`src/rtl/ppm_frame_symbol_encoder_unit_assert.svh`:
```
// Assertion macros for the PPM frame symbol encoder; used by the symbol generator.
// Depends on nothing; included by the modules that carry assertions.
`ifndef PPM_FRAME_SYMBOL_ENCODER_UNIT_ASSERT_SVH
`define PPM_FRAME_SYMBOL_ENCODER_UNIT_ASSERT_SVH

// Same-cycle implication, disabled during reset.
`define PPM_ASSERT_IMPLY(label, clk, rst, ante, cons) \
  label: assert property (@(posedge clk) disable iff (rst) (ante) |-> (cons)) \
    else $error("ppm: implication check failed");

// Next-cycle implication, disabled during reset.
`define PPM_ASSERT_NEXT(label, clk, rst, ante, cons) \
  label: assert property (@(posedge clk) disable iff (rst) (ante) |=> (cons)) \
    else $error("ppm: next-cycle check failed");

`endif

```
`src/rtl/ppm_pkg.sv`:
```
// Shared types, constants and helper functions of the PPM frame symbol encoder.
// Depends on nothing; used by every module of the block.
package ppm_pkg;

  localparam int CH_US_W          = 12;
  localparam int TICK_W           = 18;
  localparam int CHUNK_W          = 15;
  localparam int APB_ADDR_W       = 4;
  localparam int APB_DATA_W       = 32;
  localparam int TICKS_PER_US_DEF = 10;
  localparam int FIFO_DEPTH_DEF   = 2;

  localparam logic [CHUNK_W-1:0] CHUNK_MAX  = 15'h7FFF;
  localparam logic [TICK_W-1:0]  FRAME_RST  = 18'd200000;
  localparam logic [TICK_W-1:0]  GAP_RST    = 18'd30000;
  localparam logic [CHUNK_W-1:0] PULSE_RST  = 15'd3000;
  localparam logic               ACTIVE_RST = 1'b1;

  typedef enum logic [1:0] {
    REG_FRAME  = 2'd0,
    REG_GAP    = 2'd1,
    REG_PULSE  = 2'd2,
    REG_ACTIVE = 2'd3
  } reg_idx_t;

  typedef struct packed {
    logic [TICK_W-1:0]  frame_ticks;
    logic [TICK_W-1:0]  gap_ticks;
    logic [CHUNK_W-1:0] pulse_ticks;
    logic               active_high;
  } cfg_t;

  typedef struct packed {
    logic [CHUNK_W-1:0] ch_ticks;
    logic               last;
    logic [TICK_W-1:0]  rem;
  } cmd_t;

  function automatic logic [CHUNK_W-1:0] min_chunk(input logic [TICK_W-1:0] v);
    logic [CHUNK_W-1:0] r;
    if (v > TICK_W'(CHUNK_MAX)) begin
      r = CHUNK_MAX;
    end else begin
      r = v[CHUNK_W-1:0];
    end
    return r;
  endfunction

  function automatic logic [TICK_W-1:0] sat_sub_tick(input logic [TICK_W-1:0] a,
                                                     input logic [TICK_W-1:0] b);
    logic [TICK_W-1:0] r;
    if (a > b) begin
      r = a - b;
    end else begin
      r = '0;
    end
    return r;
  endfunction

endpackage

```
`src/rtl/ppm_frame_symbol_encoder_unit.sv`:
```
// Top level of the PPM frame symbol encoder: configuration registers on an APB-style
// port, front end, command queue and symbol generator. Depends on ppm_pkg.
//
// Channel requests (channel_us, last_channel) enter on chan_valid/chan_ready. Each
// request yields one symbol on sym_valid/sym_ready: a marker pulse at the active level
// followed by the idle level for the rest of the channel period. A request marked as
// the last channel also yields a stop pulse and idle padding symbols, up to six
// symbols in total, and frame_end flags the final one.
// The front end takes one request at a time through scale, subtract and push steps,
// plus a gap step for the last channel; the push waits while the queue is full. The
// generator emits one symbol per cycle while sym_ready allows. chan_ready is high
// only while the front end is idle, so a stalled receiver fills the output register
// and the queue, and the front end then waits in its push step. Reset restores the
// register defaults, loads the frame time left with the frame length and empties the
// queue and output register. Writing the frame length also reloads the frame time
// left. The user must only write registers while the block is idle (not enforced).
module ppm_frame_symbol_encoder_unit #(
  parameter int TICKS_PER_US = ppm_pkg::TICKS_PER_US_DEF,
  parameter int FIFO_DEPTH   = ppm_pkg::FIFO_DEPTH_DEF
) (
  input  logic                           clk,
  input  logic                           rst,
  input  logic                           psel,
  input  logic                           penable,
  input  logic                           pwrite,
  input  logic [ppm_pkg::APB_ADDR_W-1:0] paddr,
  input  logic [ppm_pkg::APB_DATA_W-1:0] pwdata,
  output logic [ppm_pkg::APB_DATA_W-1:0] prdata,
  output logic                           pready,
  input  logic                           chan_valid,
  output logic                           chan_ready,
  input  logic [ppm_pkg::CH_US_W-1:0]    channel_us,
  input  logic                           last_channel,
  output logic                           sym_valid,
  input  logic                           sym_ready,
  output logic                           first_level,
  output logic [ppm_pkg::CHUNK_W-1:0]    first_ticks,
  output logic                           second_level,
  output logic [ppm_pkg::CHUNK_W-1:0]    second_ticks,
  output logic                           run_last,
  output logic                           frame_end
);
  import ppm_pkg::*;

  cfg_t     cfg;
  logic     wr_en;
  reg_idx_t reg_idx;
  logic     frame_wr;
  logic     push;
  cmd_t     push_data;
  logic     fifo_full;
  logic     fifo_empty;
  logic     pop;
  cmd_t     pop_data;

  assign pready   = 1'b1;
  assign wr_en    = psel && penable && pwrite;
  assign reg_idx  = reg_idx_t'(paddr[APB_ADDR_W-1:2]);
  assign frame_wr = wr_en && (reg_idx == REG_FRAME);

  always_ff @(posedge clk) begin
    if (rst) begin
      cfg.frame_ticks <= FRAME_RST;
      cfg.gap_ticks   <= GAP_RST;
      cfg.pulse_ticks <= PULSE_RST;
      cfg.active_high <= ACTIVE_RST;
    end else if (wr_en) begin
      unique case (reg_idx)
        REG_FRAME:  cfg.frame_ticks <= pwdata[TICK_W-1:0];
        REG_GAP:    cfg.gap_ticks   <= pwdata[TICK_W-1:0];
        REG_PULSE:  cfg.pulse_ticks <= pwdata[CHUNK_W-1:0];
        REG_ACTIVE: cfg.active_high <= pwdata[0];
      endcase
    end
  end

  always_comb begin
    unique case (reg_idx)
      REG_FRAME:  prdata = APB_DATA_W'(cfg.frame_ticks);
      REG_GAP:    prdata = APB_DATA_W'(cfg.gap_ticks);
      REG_PULSE:  prdata = APB_DATA_W'(cfg.pulse_ticks);
      REG_ACTIVE: prdata = APB_DATA_W'(cfg.active_high);
    endcase
  end

  ppm_front #(
    .TICKS_PER_US(TICKS_PER_US)
  ) u_front (
    .clk         (clk),
    .rst         (rst),
    .cfg         (cfg),
    .frame_wr    (frame_wr),
    .frame_wdata (pwdata[TICK_W-1:0]),
    .chan_valid  (chan_valid),
    .chan_ready  (chan_ready),
    .channel_us  (channel_us),
    .last_channel(last_channel),
    .push        (push),
    .push_data   (push_data),
    .fifo_full   (fifo_full)
  );

  ppm_fifo #(
    .DEPTH(FIFO_DEPTH)
  ) u_fifo (
    .clk      (clk),
    .rst      (rst),
    .push     (push),
    .push_data(push_data),
    .full     (fifo_full),
    .pop      (pop),
    .pop_data (pop_data),
    .empty    (fifo_empty)
  );

  ppm_back u_back (
    .clk         (clk),
    .rst         (rst),
    .cfg         (cfg),
    .fifo_empty  (fifo_empty),
    .pop         (pop),
    .cmd         (pop_data),
    .sym_valid   (sym_valid),
    .sym_ready   (sym_ready),
    .first_level (first_level),
    .first_ticks (first_ticks),
    .second_level(second_level),
    .second_ticks(second_ticks),
    .run_last    (run_last),
    .frame_end   (frame_end)
  );

endmodule

```
`src/rtl/ppm_front.sv`:
```
// Front end: accepts channel requests, scales them to ticks, tracks the frame time left
// and queues one command per channel. Depends on ppm_pkg.
module ppm_front #(
  parameter int TICKS_PER_US = ppm_pkg::TICKS_PER_US_DEF
) (
  input  logic                          clk,
  input  logic                          rst,
  input  ppm_pkg::cfg_t                 cfg,
  input  logic                          frame_wr,
  input  logic [ppm_pkg::TICK_W-1:0]    frame_wdata,
  input  logic                          chan_valid,
  output logic                          chan_ready,
  input  logic [ppm_pkg::CH_US_W-1:0]   channel_us,
  input  logic                          last_channel,
  output logic                          push,
  output ppm_pkg::cmd_t                 push_data,
  input  logic                          fifo_full
);
  import ppm_pkg::*;

  localparam int TpuW = $clog2(TICKS_PER_US + 1);
  localparam int DurW = CH_US_W + TpuW;
  localparam int CmpW = (DurW > TICK_W) ? DurW : TICK_W;
  localparam logic [TpuW-1:0] Tpu = TpuW'(TICKS_PER_US);

  typedef enum logic [4:0] {
    F_IDLE = 5'b00001,
    F_MUL  = 5'b00010,
    F_SUB  = 5'b00100,
    F_REM  = 5'b01000,
    F_PUSH = 5'b10000
  } fstate_t;

  fstate_t            state;
  logic [CH_US_W-1:0] us;
  logic               last;
  logic [DurW-1:0]    dur;
  logic [TICK_W-1:0]  ticks_left;
  logic [CHUNK_W-1:0] ch_ticks;
  logic [TICK_W-1:0]  rem;

  logic [CmpW-1:0]    dur_x;
  logic [CmpW-1:0]    tl_x;
  logic [CmpW-1:0]    pulse_x;
  logic [CmpW-1:0]    ch_diff;
  logic [TICK_W-1:0]  tl_sub;
  logic [CHUNK_W-1:0] ch_sat;
  logic [TICK_W-1:0]  rem_sub;
  logic [TICK_W-1:0]  rem_val;

  always_comb begin
    dur_x   = CmpW'(dur);
    tl_x    = CmpW'(ticks_left);
    pulse_x = CmpW'(cfg.pulse_ticks);
    tl_sub  = (tl_x > dur_x) ? TICK_W'(tl_x - dur_x) : '0;
    ch_diff = (dur_x > pulse_x) ? (dur_x - pulse_x) : '0;
    ch_sat  = (ch_diff > CmpW'(CHUNK_MAX)) ? CHUNK_MAX : ch_diff[CHUNK_W-1:0];
    rem_sub = sat_sub_tick(ticks_left, TICK_W'(cfg.pulse_ticks));
    rem_val = (rem_sub < cfg.gap_ticks) ? cfg.gap_ticks : rem_sub;
  end

  assign chan_ready = (state == F_IDLE);
  assign push       = (state == F_PUSH) && !fifo_full;
  assign push_data  = '{ch_ticks: ch_ticks, last: last, rem: rem};

  always_ff @(posedge clk) begin
    if (rst) begin
      state      <= F_IDLE;
      ticks_left <= FRAME_RST;
    end else begin
      if (frame_wr) begin
        ticks_left <= frame_wdata;
      end
      unique case (state)
        F_IDLE: begin
          if (chan_valid) begin
            state <= F_MUL;
          end
        end
        F_MUL: begin
          state <= F_SUB;
        end
        F_SUB: begin
          ticks_left <= tl_sub;
          state      <= last ? F_REM : F_PUSH;
        end
        F_REM: begin
          ticks_left <= cfg.frame_ticks;
          state      <= F_PUSH;
        end
        F_PUSH: begin
          if (!fifo_full) begin
            state <= F_IDLE;
          end
        end
      endcase
    end
  end

  always_ff @(posedge clk) begin
    if (chan_valid && chan_ready) begin
      us   <= channel_us;
      last <= last_channel;
    end
    if (state == F_MUL) begin
      dur <= DurW'(us) * DurW'(Tpu);
    end
    if (state == F_SUB) begin
      ch_ticks <= ch_sat;
      rem      <= '0;
    end
    if (state == F_REM) begin
      rem <= rem_val;
    end
  end

endmodule

```
`src/rtl/ppm_fifo.sv`:
```
// Short command queue between the front end and the symbol generator.
// Depends on ppm_pkg for the command type.
module ppm_fifo #(
  parameter int DEPTH = ppm_pkg::FIFO_DEPTH_DEF
) (
  input  logic          clk,
  input  logic          rst,
  input  logic          push,
  input  ppm_pkg::cmd_t push_data,
  output logic          full,
  input  logic          pop,
  output ppm_pkg::cmd_t pop_data,
  output logic          empty
);
  import ppm_pkg::*;

  localparam int PtrW = (DEPTH > 1) ? $clog2(DEPTH) : 1;
  localparam int CntW = $clog2(DEPTH + 1);
  localparam logic [PtrW-1:0] LastIdx = PtrW'(DEPTH - 1);

  cmd_t            entries [DEPTH];
  logic [PtrW-1:0] wr_ptr;
  logic [PtrW-1:0] rd_ptr;
  logic [CntW-1:0] count;

  assign full     = (count == CntW'(DEPTH));
  assign empty    = (count == '0);
  assign pop_data = entries[rd_ptr];

  always_ff @(posedge clk) begin
    if (rst) begin
      wr_ptr <= '0;
      rd_ptr <= '0;
      count  <= '0;
    end else begin
      if (push) begin
        wr_ptr <= (wr_ptr == LastIdx) ? '0 : wr_ptr + 1'b1;
      end
      if (pop) begin
        rd_ptr <= (rd_ptr == LastIdx) ? '0 : rd_ptr + 1'b1;
      end
      count <= count + CntW'(push) - CntW'(pop);
    end
  end

  always_ff @(posedge clk) begin
    if (push) begin
      entries[wr_ptr] <= push_data;
    end
  end

endmodule

```
`src/rtl/ppm_back.sv`:
```
// Symbol generator: turns queued commands into channel, stop and padding symbols
// held in an output register. Depends on ppm_pkg and the assertion macro header.
`include "ppm_frame_symbol_encoder_unit_assert.svh"

module ppm_back (
  input  logic                        clk,
  input  logic                        rst,
  input  ppm_pkg::cfg_t               cfg,
  input  logic                        fifo_empty,
  output logic                        pop,
  input  ppm_pkg::cmd_t               cmd,
  output logic                        sym_valid,
  input  logic                        sym_ready,
  output logic                        first_level,
  output logic [ppm_pkg::CHUNK_W-1:0] first_ticks,
  output logic                        second_level,
  output logic [ppm_pkg::CHUNK_W-1:0] second_ticks,
  output logic                        run_last,
  output logic                        frame_end
);
  import ppm_pkg::*;

  typedef enum logic [2:0] {
    B_IDLE = 3'b001,
    B_STOP = 3'b010,
    B_PAD  = 3'b100
  } bstate_t;

  bstate_t            state;
  logic [TICK_W-1:0]  rem;

  logic               act;
  logic               idle;
  logic               load;
  logic               emit;
  logic [CHUNK_W-1:0] d0;
  logic [TICK_W-1:0]  r1;
  logic [CHUNK_W-1:0] d1;
  logic [TICK_W-1:0]  r2;

  always_comb begin
    act  = cfg.active_high;
    idle = ~cfg.active_high;
    load = !sym_valid || sym_ready;
    pop  = (state == B_IDLE) && !fifo_empty && load;
    emit = load && (pop || (state == B_STOP) || (state == B_PAD));
    d0   = min_chunk(rem);
    r1   = rem - TICK_W'(d0);
    d1   = min_chunk(r1);
    r2   = r1 - TICK_W'(d1);
  end

  always_ff @(posedge clk) begin
    if (rst) begin
      state     <= B_IDLE;
      sym_valid <= 1'b0;
    end else begin
      if (load) begin
        sym_valid <= emit;
      end
      unique case (state)
        B_IDLE: begin
          if (pop && cmd.last) begin
            state <= B_STOP;
          end
        end
        B_STOP: begin
          if (load) begin
            state <= (r1 == '0) ? B_IDLE : B_PAD;
          end
        end
        B_PAD: begin
          if (load) begin
            state <= (r2 == '0) ? B_IDLE : B_PAD;
          end
        end
      endcase
    end
  end

  always_ff @(posedge clk) begin
    if (pop) begin
      rem <= cmd.rem;
    end else if (load && (state == B_STOP)) begin
      rem <= r1;
    end else if (load && (state == B_PAD)) begin
      rem <= r2;
    end
    if (emit) begin
      unique case (state)
        B_IDLE: begin
          first_level  <= act;
          first_ticks  <= cfg.pulse_ticks;
          second_level <= idle;
          second_ticks <= cmd.ch_ticks;
          run_last     <= !cmd.last;
          frame_end    <= 1'b0;
        end
        B_STOP: begin
          first_level  <= act;
          first_ticks  <= cfg.pulse_ticks;
          second_level <= idle;
          second_ticks <= d0;
          run_last     <= (r1 == '0);
          frame_end    <= (r1 == '0);
        end
        B_PAD: begin
          first_level  <= idle;
          first_ticks  <= d0;
          second_level <= idle;
          second_ticks <= d1;
          run_last     <= (r2 == '0);
          frame_end    <= (r2 == '0);
        end
      endcase
    end
  end

  `PPM_ASSERT_IMPLY(a_frame_end_run_last, clk, rst, sym_valid && frame_end, run_last)
  `PPM_ASSERT_IMPLY(a_no_pop_busy, clk, rst, state != B_IDLE, !pop)
  `PPM_ASSERT_IMPLY(a_pad_rem_nonzero, clk, rst, state == B_PAD, rem != '0)
  `PPM_ASSERT_NEXT(a_plain_channel_idle, clk, rst, pop && !cmd.last, state == B_IDLE)

endmodule

```
`config.mk`:
```
export PLATFORM = sky130hd
export DESIGN_NAME = ppm_frame_symbol_encoder_unit
export DESIGN_NICKNAME = d
export VERILOG_FILES = /design/src/rtl/ppm_pkg.sv /design/src/rtl/ppm_frame_symbol_encoder_unit.sv /design/src/rtl/ppm_front.sv /design/src/rtl/ppm_fifo.sv /design/src/rtl/ppm_back.sv
export VERILOG_INCLUDE_DIRS = /design/src /design/src/rtl
export SDC_FILE = /design/constraint.sdc
export NUM_CORES = 1
export LEC_CHECK = 0
export ABC_CLOCK_PERIOD_IN_PS = 5800
export BUFFER_PORTS_ARGS = -buffer_cell sky130_fd_sc_hd__buf_2
export CAP_MARGIN = 20
export CELL_PAD_IN_SITES_DETAIL_PLACEMENT = 1
export CELL_PAD_IN_SITES_GLOBAL_PLACEMENT = 2
export CORE_UTILIZATION = 40
export CTS_CLUSTER_SIZE = 16
export DETAILED_ROUTE_END_ITERATION = 7
export PLACE_DENSITY_LB_ADDON = 0.1
export SYNTH_ARGS = -nofsm -noshare
export SYNTH_HDL_FRONTEND = slang
export SYNTH_HIERARCHICAL = 1
export SYNTH_SLANG_ARGS = --single-unit
```
`constraint.sdc`:
```
create_clock -name clk -period 5.8 [get_ports clk]
set_clock_uncertainty 0.15 [all_clocks]
set_input_delay 1.16 -clock clk [delete_from_list [all_inputs] [get_ports clk]]
set_output_delay 1.16 -clock clk [all_outputs]
set_load 0.01 [all_outputs]
```
==> results of run 1 <==
cells in the final DEF (no fill, tap or decap), drive strengths merged, types with 38 or more instances in the layout:
cell | netlist | layout
clkbuf | 47 | 40
nand2 | 125 | 125
inv | 85 | 87
mux2i | 94 | 94
nand2b | 60 | 60
a21oi | 123 | 123
nor3 | 44 | 44
nor2 | 186 | 186
o21ai | 120 | 120
edfxtp | 181 | 181
buf | 58 | 143
mux2 | 38 | 38
dfxtp | 84 | 84
ha | 87 | 87
layout make-up:
| class | instances | share of cell area (%) |
|---|---|---|
| timing repair buffer | 143 | 4.56 |
| clock buffer | 40 | 4.63 |
| multi-input combinational | 1294 | 46.9 |
| inverter | 86 | 1.72 |
| clock inverter | 18 | 1.21 |
| sequential | 265 | 37.5 |
| tap | 532 | 3.50 |
layer usage:
metal / vias to the layer above / routed length, um / global-route usage (%) / share of wire, %
li1: 6496 / - / - / -
met3: 91 / 2040 / 3.00 / 3.6
met2: 292 / 28800 / 47.8 / 50
met4: 0 / 1940 / 8.96 / 3.4
met1: 6773 / 24600 / 33.0 / 43
met5: - / 0 / 0 / 0
where the power goes:
group	switching, W	total, W	internal (W)
combinational	0.00138	0.00217	0.000793
clock	0.000845	0.00210	0.00125
sequential	0.000196	0.00244	0.00224
total	0.00242	0.00671	0.00429
flip-flops by register name, summed over array words and instances (netlist names), 2 cells and up, named ones only:
register	flops
u_back/first_ticks	15
u_front/us	12
u_front/ch_ticks	15
u_back/rem	18
cfg	52
u_front/ticks_left	18
u_front/rem	18
u_fifo/entries	68
u_back/second_ticks	15
u_fifo/count	2
u_back/state	3
u_front/dur	15
u_front/state	5
cells by family after synthesis:
group / count (synthesis) / share of synthesized area, %
AOI/OAI and AO/OA: 426 / 16.0
DFF: 265 / 42.1
buffers and inverters: 191 / 5.60
xor gates and xnor gates: 53 / 2.87
muxes: 133 / 8.92
and+or+nand+nor: 576 / 17.5
adders and majority gates: 91 / 6.91
other: 2 / 0.0444
stage by stage:
step           setup WS [ps]  utilization [%]  total power, W
5_1_grt                  145             46.0         0.00703
4_1_cts                  506             45.9         0.00674
6_report                 414             46.0         0.00671
3_3_place_gp             611             43.2         0.00459
3_5_place_dp             522             43.2         0.00462
2_1_floorplan            733                -         0.00387
critical path, stage by stage, from the launching register on:
cell	delay (ps)
dfxtp_1	600
ha_1	280
fa_1	190
nor2b_1	70
o31a_1	310
o311ai_1	490
a21oi_1	330
and3_1	290
nor4_1	450
ha_1	220
nand4_1	90
nor3_1	560
nand2_1	100
a31oi_1	280
a211oi_4	80
buf_4	230
o41ai_1	440
synth_stat cells (13+ instances only):
cell	number	area share [%]
o211ai_1	25	1.1
o21a_1	17	0.76
nand3_1	19	0.56
edfxtp_1	181	32
a21o_1	21	0.93
clkbuf_1	46	1.0
mux2i_1	93	5.5
a21oi_1	123	3.6
a211oi_1	13	0.58
ha_1	87	6.4
nand2_1	123	2.7
o21ai_0	114	3.4
and3_1	18	0.67
nand2b_1	60	2.2
xor2_1	17	0.88
nor3_1	40	1.2
buf_2	21	0.62
buf_4	23	1.0
inv_1	85	1.9
xnor2_1	34	1.8
nor2b_1	17	0.63
nand4_1	29	1.1
dfxtp_1	84	10
nor2_1	185	4.1
mux2_4	30	2.7
path summary, 6_finish.rpt:
path                                           start               endpoint  slack, ps  cells past startpoint
worst max register to register                cfg[1]        u_front/rem[12]        410                     16
worst max-delay path                          cfg[1]        u_front/rem[12]        410                     16
worst min-delay path            u_front/ch_ticks[12]  u_fifo/entries[1][31]        290                      0
worst min register to register  u_front/ch_ticks[12]  u_fifo/entries[1][31]        290                      0
==> impl_metrics.json, run 1 <==
{
  "crit_fanout": 11,
  "cts_tree": "yes",
  "netlist_area_sq_mm": 0.0169,
  "hold_viol_final": 0,
  "placed_area_sq_mm": 0.0178,
  "fin_area_sq_mm": 0.0190,
  "instances_no_fill": 2378,
  "seqCellArea_sq_mm": 0.00712,
  "grt_pass1_wl_mm": 87.4,
  "route.detailed.drc": 0,
  "yosysSeqAreaShare_pct": 42.1,
  "ir_drop_mv": 0.238,
  "synth-async-reset-ratio_pct": 0,
  "ys_dominant_reg_cell": "edfxtp_1",
  "grt_pass1_vias": 14100,
  "syn_inst": 1737,
  "min_path_type": "reg -> reg",
  "finalCritPeriodShare_pct": 92.9,
  "multi_input_area_sq_mm": 0.00892,
  "cts-resized-gates": 0,
  "clkSlewWorstSetupHoldPaths_ps": 60,
  "drt_wl_total_mm": 57.4,
  "clock.fmax_mhz": 186,
  "drtIter0Drc": 656,
  "drt_pass1_iterations": 5,
  "cts_buffers": 31,
  "place_congestion": 0.926,
  "setup_viol": 0,
  "drv_cap": 0,
  "clk-insertion-delay-late_ps": 600,
  "rsz0062_at_grt": "no",
  "vias": 13700,
  "grt_use_total_pct": 26.6,
  "holdBufCountCts": 0,
  "clock-sinks": 265,
  "pin_count": 125,
  "fin_nets": 1968,
  "ant_nets": 0,
  "start_util_pct": 40.9,
  "drive_gt1_share_pct": 15.7,
  "cp-end-kind": "register",
  "hpwlAfterDp_mm": 44.0,
  "power.density_mw_per_mm2": 353,
  "yosysWarnings": 6,
  "dp.cells": 2317,
  "cp.arrival_ps": 5600,
  "area_growth_syn_to_layout_pct": 12.5,
  "core_sq_mm": 0.0413,
  "die_area_sq_mm": 0.0431,
  "portBuffers": 93,
  "die_w_um": 208,
  "tightest_slew_ps": 896,
  "vias_per_cell": 5.74,
  "worstPathRequired_ps": 6010,
  "n_antenna_cell": 0,
  "grt_overflow": 0,
  "whs_ps": 294,
  "status": "completed",
  "synth_edf_count": 181,
  "fill_cells": 4665,
  "critPathKind": "reg -> reg",
  "post_cts_buffers": 0,
  "synthDistinctLibCells": 107,
  "cts_buffer_depth": 3,
  "grt_max_degree": 68,
  "slew_viol_final": 0,
  "period_minus_slack_ps": 5390,
  "finalSetupTns_ps": 0,
  "grt_antenna_before_repair": 0,
  "root_buffer": "clkbuf_16",
  "routedWlPerCell_um": 24.1,
  "p_leak_nw": 7.63,
  "synth_seq_cells": 265,
  "relSlewSlack_pct": 40.2,
  "syn_area_per_cell_sq_um": 9.73,
  "cp-start-kind": "register",
  "die_h_um": 208,
  "h-tree-depth": 1,
  "rows": 74
}
Note: power is estimated with default switching activity, not from simulation.
==> run 2, diff against run 1 <==
--- a/config.mk
+++ b/config.mk
@@ -11,11 +11,10 @@
 export CAP_MARGIN = 20
 export CELL_PAD_IN_SITES_DETAIL_PLACEMENT = 1
 export CELL_PAD_IN_SITES_GLOBAL_PLACEMENT = 2
-export CORE_UTILIZATION = 40
+export CORE_UTILIZATION = 39
 export CTS_CLUSTER_SIZE = 16
 export DETAILED_ROUTE_END_ITERATION = 7
 export PLACE_DENSITY_LB_ADDON = 0.1
 export SYNTH_ARGS = -nofsm -noshare
 export SYNTH_HDL_FRONTEND = slang
-export SYNTH_HIERARCHICAL = 1
 export SYNTH_SLANG_ARGS = --single-unit
==> run 2 against run 1 <==
  * Critical path depth grew 2
  * Via count shrank 0.46%
  * Total power grew 15%
  * Critical endpoint is now u_back.frame_end
  * Routed wire length shrank 3.8%
  * Cell area shrank 4.0%
  * Count of clock-buffer cells in the layout grew 1
  * Hold slack lost 2.8 ps
  * Global-route usage shrank 0.11 points
  * Clock power shrank 8%
  * Highest routed layer unchanged
==> impl_metrics.json, run 2 <==
{
  "root_buffer": "clkbuf_16",
  "start_util_pct": 39.9,
  "holdBufCountCts": 0,
  "grt_use_total_pct": 26.5,
  "largest_reg_flops": 68,
  "cts-resized-gates": 0,
  "min_path_cells": 0,
  "worstPathRequired_ps": 6030,
  "clkSlewWorstSetupHoldPaths_ps": 60,
  "max_stage_delay_ps": 570,
  "portBuffers": 93,
  "hpwlAfterDp_mm": 42.6,
  "synth_seq_cells": 265,
  "crit_fanout": 10,
  "synth_most_common_cell": "nand2_1",
  "cpMostUsedCell": "buf_4",
  "critPathKind": "reg -> reg",
  "clock.fmax_mhz": 195,
  "syn_inst": 1718,
  "mostFrequentLayoutCell": "nand2_1",
  "setup_slack_ps": 665,
  "synth_edf_count": 181,
  "clock-sinks": 265,
  "fin_area_sq_mm": 0.0182,
  "worstSetupPathDepth": 18,
  "final_cell_mix": "205 x nand2_1, 181 x edfxtp_1, 145 x a21oi_1",
  "finalCritPeriodShare_pct": 88.5,
  "synth-async-reset-ratio_pct": 0,
  "drive_gt1_share_pct": 12.7,
  "grt_overflow": 0,
  "ant_nets": 0,
  "seqCellArea_sq_mm": 0.00712,
  "area_growth_syn_to_layout_pct": 13.6,
  "grt_antenna_before_repair": 0,
  "finalSetupTns_ps": 0,
  "path_cells": "nor3_2, nor2_1, buf_4, inv_1, ha_1, nor4b_1, buf_4, a21oi_1, mux2_2, nand2b_1, ha_1, buf_4, inv_1, or4bb_1, xor2_1, a2111oi_2, o2111ai_1, o21ai_0",
  "rr_worst_depth": 18,
  "drtIter0Drc": 867,
  "ys_dominant_reg_cell": "edfxtp_1",
  "routedWlPerCell_um": 23.5,
  "drv_cap": 0,
  "pin_count": 125,
  "status": "completed",
  "ys_top_cells_by_area": "edfxtp_1 34%, dfxtp_1 10%, ha_1 6.7%",
  "period_minus_slack_ps": 5140,
  "die_area_sq_mm": 0.0420,
  "yosysWarnings": 0,
  "hold_viol_final": 0,
  "grt_pass1_vias": 13900,
  "p_leak_nw": 6.84,
  "place_congestion": 0.887,
  "drt_wl_total_mm": 55.2,
  "fin_nets": 1950,
  "regMostFlops": "u_fifo.entries",
  "cp.arrival_ps": 5360,
  "placed_area_sq_mm": 0.0172,
  "path_delay_family": "simple AND/OR/NAND/NOR gates",
  "dp_slack_ps": 661,
  "n_antenna_cell": 0,
  "synth_top_area_share_pct": 33.9,
  "cp-start-kind": "register",
  "vias": 13600,
  "slew_viol_final": 0,
  "relSlewSlack_pct": 32.7,
  "route.detailed.drc": 0,
  "crit_buf_inv": 5,
  "syn_area_per_cell_sq_um": 9.34,
  "yosysSeqAreaShare_pct": 44.3,
  "whs_ps": 291,
  "h-tree-depth": 1,
  "netlist_area_sq_mm": 0.0161,
  "cts_buffer_depth": 3,
  "reg_top3": "u_fifo.entries x68, cfg x52",
  "ir_drop_mv": 0.213,
  "cp-end-kind": "register",
  "vias_per_cell": 5.77,
  "min_path_type": "reg -> reg",
  "cts_tree": "yes",
  "grt_pass1_wl_mm": 84.0,
  "slowest_stage": "or4bb_1",
  "tightest_slew_ps": 1010,
  "fill_cells": 4633,
  "synthDistinctLibCells": 83,
  "rsz0062_at_grt": "no",
  "power.density_mw_per_mm2": 422,
  "synth.top_cells.by_count": "205 x nand2_1, 181 x edfxtp_1, 146 x a21oi_1",
  "rows": 73,
  "yosysTopAreaCell": "edfxtp_1",
  "post_cts_buffers": 0,
  "multi_input_area_sq_mm": 0.00824,
  "clk-insertion-delay-late_ps": 600,
  "drt_pass1_iterations": 5,
  "setup_viol": 0,
  "grt_max_degree": 57,
  "die_w_um": 205,
  "core_sq_mm": 0.0402,
  "die_h_um": 205,
  "final_core_util_pct": 45.4,
  "cts_buffers": 31
}
[run 2: changes by cell type after synthesis, sizes merged, moves of 26 or more]
cell	change
nand2	+80
nor2	-51
nand2b	-39
mux2	-33
buf	-29
clkbuf	+26
mux2i	-26
[run 2: final timing paths]
check | from | slack [ps] | end
worst max-delay path | u_back.rem[17] | 660 | u_back.frame_end
worst min-delay path | u_front.rem[9] | 290 | u_fifo.entries[1][9]
worst max register to register | u_back.rem[17] | 660 | u_back.frame_end
worst min register to register | u_front.rem[9] | 290 | u_fifo.entries[1][9]
[run 2: through the flow]
stage | power (W) | std cells
finish | 0.00770 | 2354
global route | 0.00812 | 2354
CTS | 0.00771 | 2352
detailed placement | 0.00575 | 2294
global placement | 0.00571 | 2294
floorplan | 0.00467 | 1731
[run 2: final cells by class]
type,count,area share [%]
clock buffer,41,4.70
inverter,94,1.93
multi-input combinational,1270,45.2
tap,525,3.60
timing repair buffer,142,4.64
sequential,265,39.0
clock inverter,17,0.906
[run 2: cells by family after synthesis]
kind of cell	Yosys count	synth area share (%)
adder cells (fa/ha/maj)	90	7.20
XOR/XNOR	50	2.73
buffers and inverters	196	5.01
other	2	0.0468
flip-flops	265	44.3
AND/OR/NAND/NOR	570	17.1
AO/OA/AOI/OAI	471	18.9
multiplexers	74	4.73
[run 2: power breakdown]
| group | leakage (nW) | switching (W) | internal, W |
|---|---|---|---|
| registers | 2.26 | 0.000230 | 0.00240 |
| clock network | 0.497 | 0.000806 | 0.00113 |
| logic | 4.09 | 0.00203 | 0.00110 |
[run 2: routing by layer]
layer  part of all wire, %  GRT usage, %  vias to the layer above
met3                   3.6          2.59                       77
li1                      -             -                     6479
met4                   3.4          9.10                        0
met1                    45          34.4                     6736
met5                     0             0                        -
met2                    48          45.9                      297
